File: src/sv/pgm_pkg.sv
// ----------------------------------------------------------------------------
// pgm_pkg
// Shared types and constants of the pyramid gradient block.
// ----------------------------------------------------------------------------
package pgm_pkg;

  localparam int unsigned PIX_W     = 16;
  localparam int unsigned INT_W     = 22;
  localparam int unsigned MSK_W     = 8;
  localparam int unsigned GRAD_W    = 23;
  localparam int unsigned SQ_W      = 45;
  localparam int unsigned POS_W     = 10;
  localparam int unsigned LVL_W     = 2;
  localparam int unsigned CFG_W     = 11;
  localparam int unsigned CFG_IDX_W = 2;
  localparam int unsigned FRAC_SH   = 6;
  localparam int unsigned PIX_BITS  = INT_W + MSK_W;
  localparam logic [MSK_W-1:0] MASK_VALID = 8'hFF;

  typedef enum logic [CFG_IDX_W-1:0] {
    CFG_FRAME_WIDTH,
    CFG_FRAME_HEIGHT,
    CFG_LEVELS_USED,
    CFG_MASK_ENABLE
  } cfg_idx_e;

  typedef struct packed {
    logic [PIX_W-1:0] pixel_value;
    logic [MSK_W-1:0] mask_in;
  } in_item_t;

  typedef struct packed {
    logic [LVL_W-1:0]         level;
    logic [POS_W-1:0]         col;
    logic [POS_W-1:0]         row;
    logic [INT_W-1:0]         intensity;
    logic signed [GRAD_W-1:0] grad_x;
    logic signed [GRAD_W-1:0] grad_y;
    logic [SQ_W-1:0]          grad_sq;
    logic [MSK_W-1:0]         mask_level;
    logic                     last;
  } out_item_t;

  // level pixel, same layout as one row slot of a line memory entry
  typedef struct packed {
    logic [MSK_W-1:0] mask;
    logic [INT_W-1:0] intensity;
  } lvl_pix_t;

  typedef struct packed {
    logic [LVL_W-1:0]         level;
    logic [POS_W-1:0]         col;
    logic [POS_W-1:0]         row;
    logic [INT_W-1:0]         intensity;
    logic signed [GRAD_W-1:0] grad_x;
    logic signed [GRAD_W-1:0] grad_y;
    logic [MSK_W-1:0]         mask_level;
  } lvl_res_t;

endpackage

File: src/sv/pgm_stream_if.sv
// ----------------------------------------------------------------------------
// pgm_stream_if
// Valid/ready stream channel carrying one item per handshake.
// ----------------------------------------------------------------------------
interface pgm_stream_if #(
  parameter type T = logic
) ();
  logic valid;
  logic ready;
  T     payload;

  modport source (output valid, output payload, input ready);
  modport sink   (input valid, input payload, output ready);
endinterface

File: src/sv/pgm_out.sv
// ----------------------------------------------------------------------------
// pgm_out
// Holds the results of one item, squares the gradients and hands the
// results out one per cycle while the output port is ready; owns the stall of the level pipeline.
// ----------------------------------------------------------------------------
module pgm_out import pgm_pkg::*; #(
  parameter int unsigned LEVELS = 4
) (
  input  logic              clk_i,
  input  logic              rst_ni,
  input  logic              step_i,
  input  logic [LEVELS-1:0] v_i,
  input  lvl_res_t          res_i [LEVELS],
  input  logic              mask_enable_i,
  output logic              adv_o,
  pgm_stream_if.source      out_if
);

  localparam int unsigned SEL_W = (LEVELS > 1) ? $clog2(LEVELS) : 1;

  logic [LEVELS-1:0] rem_q, low, rest;
  lvl_res_t          f_res_q [LEVELS];
  lvl_res_t          sel_res;
  logic [SEL_W-1:0]  sel;
  logic              busy, out_adv, pop;
  logic signed [2*GRAD_W-1:0] px, py;

  logic            m_v_q, m_last_q;
  lvl_res_t        m_res_q;
  logic [SQ_W-1:0] m_sqx_q, m_sqy_q;

  logic      o_v_q;
  out_item_t o_item_q;

  assign low  = rem_q & (~rem_q + LEVELS'(1));
  assign rest = rem_q & ~low;

  always_comb begin
    sel = '0;
    for (int i = LEVELS - 1; i >= 0; i--) begin
      if (rem_q[i]) begin
        sel = SEL_W'(i);
      end
    end
  end

  assign sel_res = f_res_q[sel];
  assign busy    = |rem_q;
  assign out_adv = !o_v_q || out_if.ready;
  assign pop     = busy && out_adv;
  assign adv_o   = !busy || (pop && (rest == '0));
  assign px      = sel_res.grad_x * sel_res.grad_x;
  assign py      = sel_res.grad_y * sel_res.grad_y;

  always_ff @(posedge clk_i or negedge rst_ni) begin
    if (!rst_ni) begin
      rem_q <= '0;
      m_v_q <= 1'b0;
      o_v_q <= 1'b0;
    end else begin
      if (adv_o) begin
        rem_q <= step_i ? v_i : '0;
      end else if (pop) begin
        rem_q <= rest;
      end
      if (out_adv) begin
        m_v_q <= pop;
        o_v_q <= m_v_q;
      end
    end
  end

  always_ff @(posedge clk_i) begin
    if (adv_o) begin
      f_res_q <= res_i;
    end
    if (out_adv) begin
      m_res_q             <= sel_res;
      m_last_q            <= (rest == '0);
      m_sqx_q             <= px[SQ_W-1:0];
      m_sqy_q             <= py[SQ_W-1:0];
      o_item_q.level      <= m_res_q.level;
      o_item_q.col        <= m_res_q.col;
      o_item_q.row        <= m_res_q.row;
      o_item_q.intensity  <= m_res_q.intensity;
      o_item_q.grad_x     <= m_res_q.grad_x;
      o_item_q.grad_y     <= m_res_q.grad_y;
      o_item_q.mask_level <= m_res_q.mask_level;
      o_item_q.last       <= m_last_q;
      if (mask_enable_i && (m_res_q.mask_level != MASK_VALID)) begin
        o_item_q.grad_sq <= '0;
      end else begin
        o_item_q.grad_sq <= m_sqx_q + m_sqy_q;
      end
    end
  end

  assign out_if.valid   = o_v_q;
  assign out_if.payload = o_item_q;

endmodule

File: src/flat_wrapper.sv
// flat-port wrapper written by rule: the top's interface ports become plain ports
module pgm_out_flat import pgm_pkg::*;
#(
  parameter int unsigned LEVELS = 4
)
  (clk_i, rst_ni, step_i, v_i, res_i, mask_enable_i, adv_o, out_if_valid, out_if_payload, out_if_ready);
  pgm_stream_if out_if_i ();
  input  logic clk_i;
  input  logic rst_ni;
  input  logic step_i;
  input  logic [LEVELS-1:0] v_i;
  input  lvl_res_t res_i[LEVELS];
  input  logic mask_enable_i;
  output logic adv_o;
  output wire logic [$bits(out_if_i.valid)-1:0] out_if_valid;
  output wire logic [$bits(out_if_i.payload)-1:0] out_if_payload;
  input wire logic [$bits(out_if_i.ready)-1:0] out_if_ready;
  assign out_if_valid = out_if_i.valid;
  assign out_if_payload = out_if_i.payload;
  assign out_if_i.ready = out_if_ready;
  pgm_out #(.LEVELS(LEVELS)) u_core (.clk_i(clk_i), .rst_ni(rst_ni), .step_i(step_i), .v_i(v_i), .res_i(res_i), .mask_enable_i(mask_enable_i), .adv_o(adv_o), .out_if(out_if_i));
endmodule
File: config.mk
export PLATFORM = sky130hd
export DESIGN_NAME = pgm_out_flat
export DESIGN_NICKNAME = d
export VERILOG_FILES = /design/src/sv/pgm_pkg.sv /design/src/sv/pgm_stream_if.sv /design/src/sv/pgm_out.sv /design/src/flat_wrapper.sv
export SDC_FILE = /design/constraint.sdc
export NUM_CORES = 1
export LEC_CHECK = 0
export BUFFER_PORTS_ARGS = -buffer_cell sky130_fd_sc_hd__buf_2
export CELL_PAD_IN_SITES_DETAIL_PLACEMENT = 1
export CELL_PAD_IN_SITES_GLOBAL_PLACEMENT = 1
export CORE_AREA = 3 3 154 156
export CTS_CLUSTER_SIZE = 28
export DETAILED_ROUTE_END_ITERATION = 12
export DIE_AREA = 0 0 157 159
export PLACE_DENSITY = 0.73
export SETUP_SLACK_MARGIN = 0.5
export SLEW_MARGIN = 20
export SYNTH_ARGS = -nofsm -noshare
export SYNTH_HDL_FRONTEND = slang
export SYNTH_SLANG_ARGS = --single-unit
export TNS_END_PERCENT = 1
File: constraint.sdc
create_clock -name clk_i -period 1.5 [get_ports clk_i]
set_clock_uncertainty 0.2 [all_clocks]
set_input_delay 0.15 -clock clk_i [delete_from_list [all_inputs] [get_ports clk_i]]
set_output_delay 0.15 -clock clk_i [all_outputs]
set_load 0.01 [all_outputs]
# Yosys cells after proc, flatten, opt, wreduce, memory -nomap -nowiden
# Index checks and enable logic that the tools add are counted.
# word_totals
out_inout_bits	3
elab_cells	22
regBits	8
in_bits	401
# op_classes
n_addsub	1
n_bitwise	4
n_reduce_logical	9
mux	3
# ops
op	n
4-bit two-way mux	3
4-bit bitwise AND	2
4-bit NOT	2
4-bit by 1-bit adder with 4-bit output, second input constant	1
4-bit zero test	1
4-bit OR reduction	1
1-bit logical AND	2
1-bit zero test	2
1-bit logical OR	2
2-bit nonzero test	1

# Longest topological paths before layout
# Gate-level depths: netlist (run 1).
# depth
depth_word	9
mapped_depth	6
mapped_depth_nobuf	5

# Least setup slack after synthesis (run 1)
# Ideal clock, no wire load.
# synth_path
path_type	register -> output
startpoint	reg u_core.o_v_q, in the netlist u_core.out_if.valid
endpoint	out adv_o
path_buffers	1
t_required_ns	1.150
t_arrival_ns	1.195
slack_ns	-0.045
path_stages_with_launch	5
cell_sequence	dfrtp_1 nor2b_2 buf_6 maj3_2 o21bai_1
# synth_between
elab_chain_cells	5
# synth_lines
element	line	text
start: declaration	pgm_out.sv:32	logic o_v_q;
start signal: assignment	pgm_out.sv:68	o_v_q <= m_v_q;
1-bit zero test	pgm_out.sv:49	assign out_adv = !o_v_q || out_if.ready;
1-bit logical OR	pgm_out.sv:49	
1-bit logical AND	pgm_out.sv:50	assign pop = busy && out_adv;
1-bit logical AND	pgm_out.sv:51	assign adv_o = !busy || (pop && (rest == '0));
1-bit logical OR	pgm_out.sv:51	
end: declaration	flat_wrapper.sv:14	output logic adv_o;
# Every way passes these cells.

# Worst setup path after layout (run 1)
# Ends and elaborated chain as after synthesis.

==> run_results.csv, run 1 <==
group,metric,value,unit
grt,grt_pass1_wl,2590,µm
setup_path,path_depth,4,
floorplan,core,22500,µm²
min_path,hp-class,"in2reg",
sta,slew_violations,0,
synthesis,synthSimpleGateAreaFrac,15.7,%
final_layout,drive_gt1_share,58.2,%
pwr,p_leak,0.000317,µW
synthesis,synth_cell_type_count,27,
setup_path,critPathLaunch,"u_core.out_if.valid$_DFFE_PN0P_",
floorplan,num_rows,55,
final_layout,multi_input_area,256,µm²
place,post-dp-hpwl,1370,µm
synthesis,synth_edf_count,2,
synthesis,synth-seq-cells,8,
route,vias,451,
synthesis,synth.most_common_cell,"dfrtp_1",
synthesis,synthesis.area,455,µm²
setup_path,r2r-end,"u_core.rem_q[1]$_DFFE_PN0P_",
pwr,p_switching,599,µW
grt,grt_use_total,1.51,%
synthesis,avgSynthCellArea,9.90,µm²
synthesis,ys.flop_type,"dfrtp_1",
synthesis,yosys_warnings,0,
setup_path,crit_required,1150,ps
clock_network,numCtsBuffers,3,
sta,tightest_slew,247,ps
final_layout,final_cells,352,
clock_network,cts_root_buf,"clkbuf_16",
run_status,outcome,"finished, violations left",
floorplan,die_w,157,µm
sta,clock.fmax,0.596,GHz
clock_network,cts_buffer_depth,2,
route,wl_per_cell,4.82,µm
setup_path,cp-endpoint,"adv_o",
sta,grt_setup_unrepaired,"true",
setup_path,worstSetupStartpointType,"flop",
sta,fin_crit_sh,112,%
pwr,power_frac_clock,25.8,%
clock_network,clock-sinks,8,
synthesis,synthTopCellsByCount,"dfrtp_1, nand2_1, o21ai_0, a21oi_1",
final_layout,fill_cells,2638,
grt,grt-ovfl-total,0,
synthesis,yosysSeqAreaShare,46.2,%
pwr,p_total,1730,µW
setup_path,worstRegToRegCells,4,
sta,hold_viol,2,
final_layout,area_growth,132,%
sta,setup_violations,1,
setup_path,crit_buf_inv,1,
run,timing.max_cap.violations,0,
setup_path,crit_type,"reg2out",
synthesis,syn_inst,46,
pwr,intPower,1130,µW
setup_path,crit_path_end_kind,"primary output",
setup_path,cp_top_family,"flip-flops",
place,dpl_cell_area,911,µm²
pwr,power_frac_seq,24.4,%
place,gp_congestion,0.698,
setup_path,crit_arrival,1330,ps
route,drt_iter0_drc,21,
clock_network,cts_hold_buffers,1,
place,numPortBuffers,10,
floorplan,die_area,25000,µm²
floorplan,io_pins,404,
final_layout,area.sequential,213,µm²
clock_network,cts_tree,"done",
sta,fin_ws,-179,ps
pwr,power_density,1630,nW/µm²
route,ant_nets,0,
pwr,switching_share,34.6,%
grt,antenna_found_initial,0,
setup_path,path_max_fanout,3,
grt,grt_pass1_vias,461,
setup_path,reg2reg_from,"u_core.rem_q[2]$_DFFE_PN0P_",
setup_path,cp_slowest_cell,"dfrtp_1",
synthesis,synthAdderAreaFrac,2.47,%
clock_network,insertion_delay,230,ps
synthesis,synthArstFlopShare,75.0,%
route,routed_wl,1700,µm
clock_network,htree_levels,1,
sta,slew_headroom,83.4,%
route,drc,0,
final_layout,n_antenna_cell,0,
route,vias_per_cell,1.28,
pwr,pwr-share-comb,49.8,%
setup_path,path_cells,"nor2b_4 -> maj3_2 -> o21bai_4 -> buf_6",
final_layout,post-route-util,4.70,%
sta,hold_slack,-31.9,ps
synthesis,synthXorXnorAreaFrac,0,%
final_layout,final_area,1060,µm²
synthesis,synth_fp_nets,447,
synthesis,synth_top_area_cell,"dfrtp_1",
synthesis,synth_compound_area_share,28.3,%
setup_path,r2r_slack,70,ps
place,place_inst,346,
run_status,violations,"hold timing, setup timing",
synthesis,synthMuxAreaShare,0,%
route,firstDrtPassIters,4,
synthesis,synth_top_cell_area_share,33.0,%
grt,grt_max_degree,9,
clock_network,cts.reportedPaths.clkPinSlew,40,ps
synthesis,synthTopCellsByArea,"dfrtp_1, edfxtp_1, buf_6",
pwr,vdd_drop_max,0.000339,V
floorplan,start_util,2.02,%
sta,period_needed,1680,ps
floorplan,die_y,159,µm
synthesis,synth_top_family_by_area,"compound AO/OA/AOI/OAI gates",
setup_path,max_stage_delay,370,ps
final_layout,fin_nets,470,
==> power by group through the flow <==
stage	Sequential [µW]	Combinational, µW	Clock, µW
floorplan	397	460	0
global placement	427	652	0
detailed placement	431	679	0
CTS	440	749	457
global route	444	948	469
finish	421	861	447
==> stage by stage <==
stage	hold slack [ps]	worst slack [ps]	TNS, ps
6_report	-31.9	-179	-179
5_1_grt	-6.79	-212	-238
4_1_cts	-32.7	-191	-191
3_5_place_dp	-215	-6.53	-6.53
3_3_place_gp	-216	7.74	0
2_1_floorplan	-346	50.7	0
==> cell type report <==
class                           instances  share of cell area (%)
Clock buffer                            3                    7.09
Inverter                                1                   0.591
Multi-Input combinational cell         34                    24.2
Sequential cell                         8                    20.1
Tap cell                              285                    33.7
Timing Repair Buffer                   21                    14.3
==> logic make-up (layout without fill, tap and decap cells) <==
kind of cell | count (synthesis) | in the layout
adder cells (fa/ha/maj) | 1 | 1
AND/OR/NAND/NOR | 14 | 14
flip-flops | 8 | 8
buffers and inverters | 4 | 25
AO/OA/AOI/OAI | 19 | 19
==> worst reg2reg max path, stage by stage, from the launching register on <==
cell and delay, ps:
dfrtp_2 430, buf_6 140, or3_4 370, a31o_1 180
nand2_1 60
==> sequential cells by signal, indices dropped and copies added (netlist names) <==
name	count
u_core.m_last_q	1
u_core.m_v_q	1
u_core.out_if.payload	1
u_core.out_if.valid	1
u_core.rem_q	4
==> how the worst min path moves through the flow <==
stage                 from  depth (start not counted)                          end
detailed placement  rst_ni                          1  u_core.rem_q[2]$_DFFE_PN0P_
global placement    rst_ni                          1  u_core.rem_q[2]$_DFFE_PN0P_
global route        v_i[3]                          3  u_core.rem_q[3]$_DFFE_PN0P_
CTS                 v_i[2]                          3  u_core.rem_q[2]$_DFFE_PN0P_
finish              v_i[2]                          3  u_core.rem_q[2]$_DFFE_PN0P_
floorplan           rst_ni                          0     u_core.m_v_q$_DFFE_PN0P_
==> cells in the final DEF, fill, tap and decap left out, types with 2 or more instances in the layout <==
| cell | count |
|---|---|
| a211oi_2 | 2 |
| a21oi_1 | 3 |
| a21oi_2 | 2 |
| buf_2 | 8 |
| buf_4 | 9 |
| buf_6 | 3 |
| clkbuf_16 | 3 |
| dfrtp_1 | 4 |
| dfrtp_2 | 2 |
| edfxtp_1 | 2 |
| nand2_1 | 5 |
| nor2_1 | 2 |
| o21ai_0 | 3 |
==> routing by layer <==
metal | up-vias | GRT usage [%] | share of wire, %
met3 | 4 | 0.544 | 5.6
met2 | 8 | 1.97 | 48
met1 | 228 | 1.66 | 41
met5 | - | 0 | 0
li1 | 211 | - | -
met4 | 0 | 1.91 | 6.2
==> repair_timing <==
| item | CTS | global route |
|---|---|---|
| setup buffers | 0 | 2 |
| pin swaps | 6 | 4 |
| cloned | 0 | 0 |
| gates resized for setup | 8 | 5 |
| hold endpoints to repair | 8 | 2 |
| setup endpoints to repair | 12 | 12 |
No activity file was read; power rests on OpenSTA's default activity.
==> inputs of run 2 (changes only) <==
==> constraint.sdc (replaced) <==
create_clock -name clk_i -period 1.5 [get_ports clk_i]
set_clock_uncertainty 0.2 [all_clocks]
set_input_delay 0.3 -clock clk_i [delete_from_list [all_inputs] [get_ports clk_i]]
set_output_delay 0.3 -clock clk_i [all_outputs]
set_load 0.01 [all_outputs]
==> run 2 against run 1 <==
Net effect: the flow finishes with violations (setup timing); utilization up 0.25 points; sequential share of layout area down 1.0 points; first-iteration DRC count down 33%; register-to-register slack worse by 20 ps; sequential power down 1%; cell area up 5.3%; global-route usage up 0.13 points; maximum frequency down 7.2%; largest power group unchanged; sequential cell count unchanged; clock-buffer cell count up 1; critical path depth unchanged; via count up 1.8%; largest cell class unchanged.
==> run_results.csv, run 2 (same netlist as run 1, synthesis figures left out) <==
group,metric,value,unit
final_layout,drive_gt1_share,55.1,%
clock_network,htree_levels,1,
setup_path,path_depth,4,
setup_path,path_max_fanout,3,
pwr,p_leak,0.000331,µW
setup_path,worstRegToRegCells,4,
sta,setup_violations,1,
floorplan,num_rows,55,
floorplan,die_y,159,µm
pwr,p_total,1910,µW
final_layout,fin_nets,471,
final_layout,area_growth,145,%
route,wl_per_cell,5.06,µm
route,vias_per_cell,1.30,
final_layout,final_cell_mix,"buf_6, buf_2, buf_4",
grt,grt_use_total,1.64,%
setup_path,crit_type,"reg2out",
floorplan,core,22500,µm²
floorplan,start_util,2.02,%
route,vias,459,
clock_network,cts.reportedPaths.clkPinSlew,40,ps
route,routed_wl,1790,µm
sta,hold_slack,128,ps
clock_network,cts_root_buf,"clkbuf_16",
sta,period_needed,1810,ps
pwr,vdd_drop_max,0.000362,V
grt,grt_max_degree,9,
setup_path,worstSetupStartpointType,"flop",
route,drt_iter0_drc,14,
setup_path,max_stage_delay,370,ps
clock_network,clock-sinks,8,
grt,antenna_found_initial,0,
final_layout,top_register,"u_core.rem_q",
clock_network,numCtsBuffers,3,
place,post-dp-hpwl,1370,µm
final_layout,n_antenna_cell,0,
run_status,violations,"setup timing",
min_path,hp-class,"in2reg",
sta,fin_crit_sh,121,%
clock_network,insertion_delay,230,ps
sta,tightest_slew,220,ps
route,drc,0,
final_layout,final_common_cell,"buf_6",
min_path,min_delay_path_depth,3,
sta,fin_ws,-310,ps
place,gp_congestion,0.699,
sta,slew_headroom,85.2,%
final_layout,fill_cells,2629,
grt,grt-ovfl-total,0,
grt,grt_pass1_wl,2800,µm
sta,hold_viol,0,
run,timing.max_cap.violations,0,
floorplan,die_area,25000,µm²
final_layout,largest_reg_flops,4,
route,firstDrtPassIters,4,
sta,grt_setup_unrepaired,"true",
place,numPortBuffers,10,
run_status,outcome,"finished, violations left",
floorplan,die_w,157,µm
setup_path,cp_top_family,"flip-flops",
sta,clock.fmax,0.552,GHz
sta,slew_violations,0,
setup_path,path_cells,"nor2b_4 -> maj3_2 -> o21bai_4 -> buf_6",
floorplan,io_pins,404,
clock_network,cts_buffer_depth,2,
clock_network,cts_tree,"done",
setup_path,cp_slowest_cell,"dfrtp_1",
setup_path,crit_buf_inv,1,
route,ant_nets,0,
setup_path,crit_arrival,1310,ps
grt,grt_pass1_vias,481,
setup_path,crit_required,1000,ps
pwr,power_density,1720,nW/µm²
setup_path,crit_path_end_kind,"primary output",
-- run 2: worst reg2reg max path: stages, from the launching register on --
cell	delay, ps
dfrtp_2	430
buf_6	150
or3_4	380
a31o_1	180
nand2_1	60
-- run 2: area by class of cell --
cell class	instances	area (µm²)	share of cell area (%)
sequential	8	213	19.1
timing repair buffer	22	180	16.2
tap	285	357	32.0
clock buffer	4	78.8	7.07
inverter	1	6.26	0.561
multi-input combinational	34	280	25.1
-- run 2: power by group --
group / switching [µW] / total [µW] / internal, µW
registers: 81.7 / 417 / 335
logic: 495 / 1030 / 533
clock network: 114 / 469 / 355
-- run 2: worst paths after layout --
path / end / slack (ps) / startpoint
worst max-delay path: adv_o / -310 / u_core.out_if.valid$_DFFE_PN0P_
worst min-delay path: u_core.rem_q[2]$_DFFE_PN0P_ / 130 / v_i[2]
worst max register to register: u_core.rem_q[1]$_DFFE_PN0P_ / 50 / u_core.rem_q[3]$_DFFE_PN0P_
worst min register to register: u_core.out_if.payload$_DFFE_PP_ / 220 / u_core.m_last_q$_DFFE_PP_
max in group asynchronous: u_core.rem_q[2]$_DFFE_PN0P_ / 700 / rst_ni
min in group asynchronous: u_core.m_v_q$_DFFE_PN0P_ / 240 / rst_ni
-- run 2: through the flow --
step,std cells,cell area (µm²),util (%),worst slack (ps),TNS (ps)
detailed placement,349,933,4.15,-91.8,-91.8
global placement,349,933,4.15,-106,-106
finish,354,1110,4.95,-310,-310
floorplan,46,472,-,-99.3,-99.3
global route,354,1110,4.95,-363,-363
CTS,354,1090,4.83,-326,-326
-- run 2: metal layers --
| layer | GRT usage [%] | wire (µm) |
|---|---|---|
| met1 | 1.60 | 687 |
| met2 | 2.42 | 911 |
| met3 | 0.761 | 95 |
| met4 | 1.79 | 96 |
| met5 | 0 | 0 |
-- run 2: repair_timing --
item | CTS | global route
buffers inserted | 0 | 0
pin swaps | 7 | 3
gates cloned | 0 | 0
setup endpoints to repair | 12 | 12
endpoints found under the hold margin | 6 | 0
resized for setup | 16 | 6
hold buffers | 1 | 0
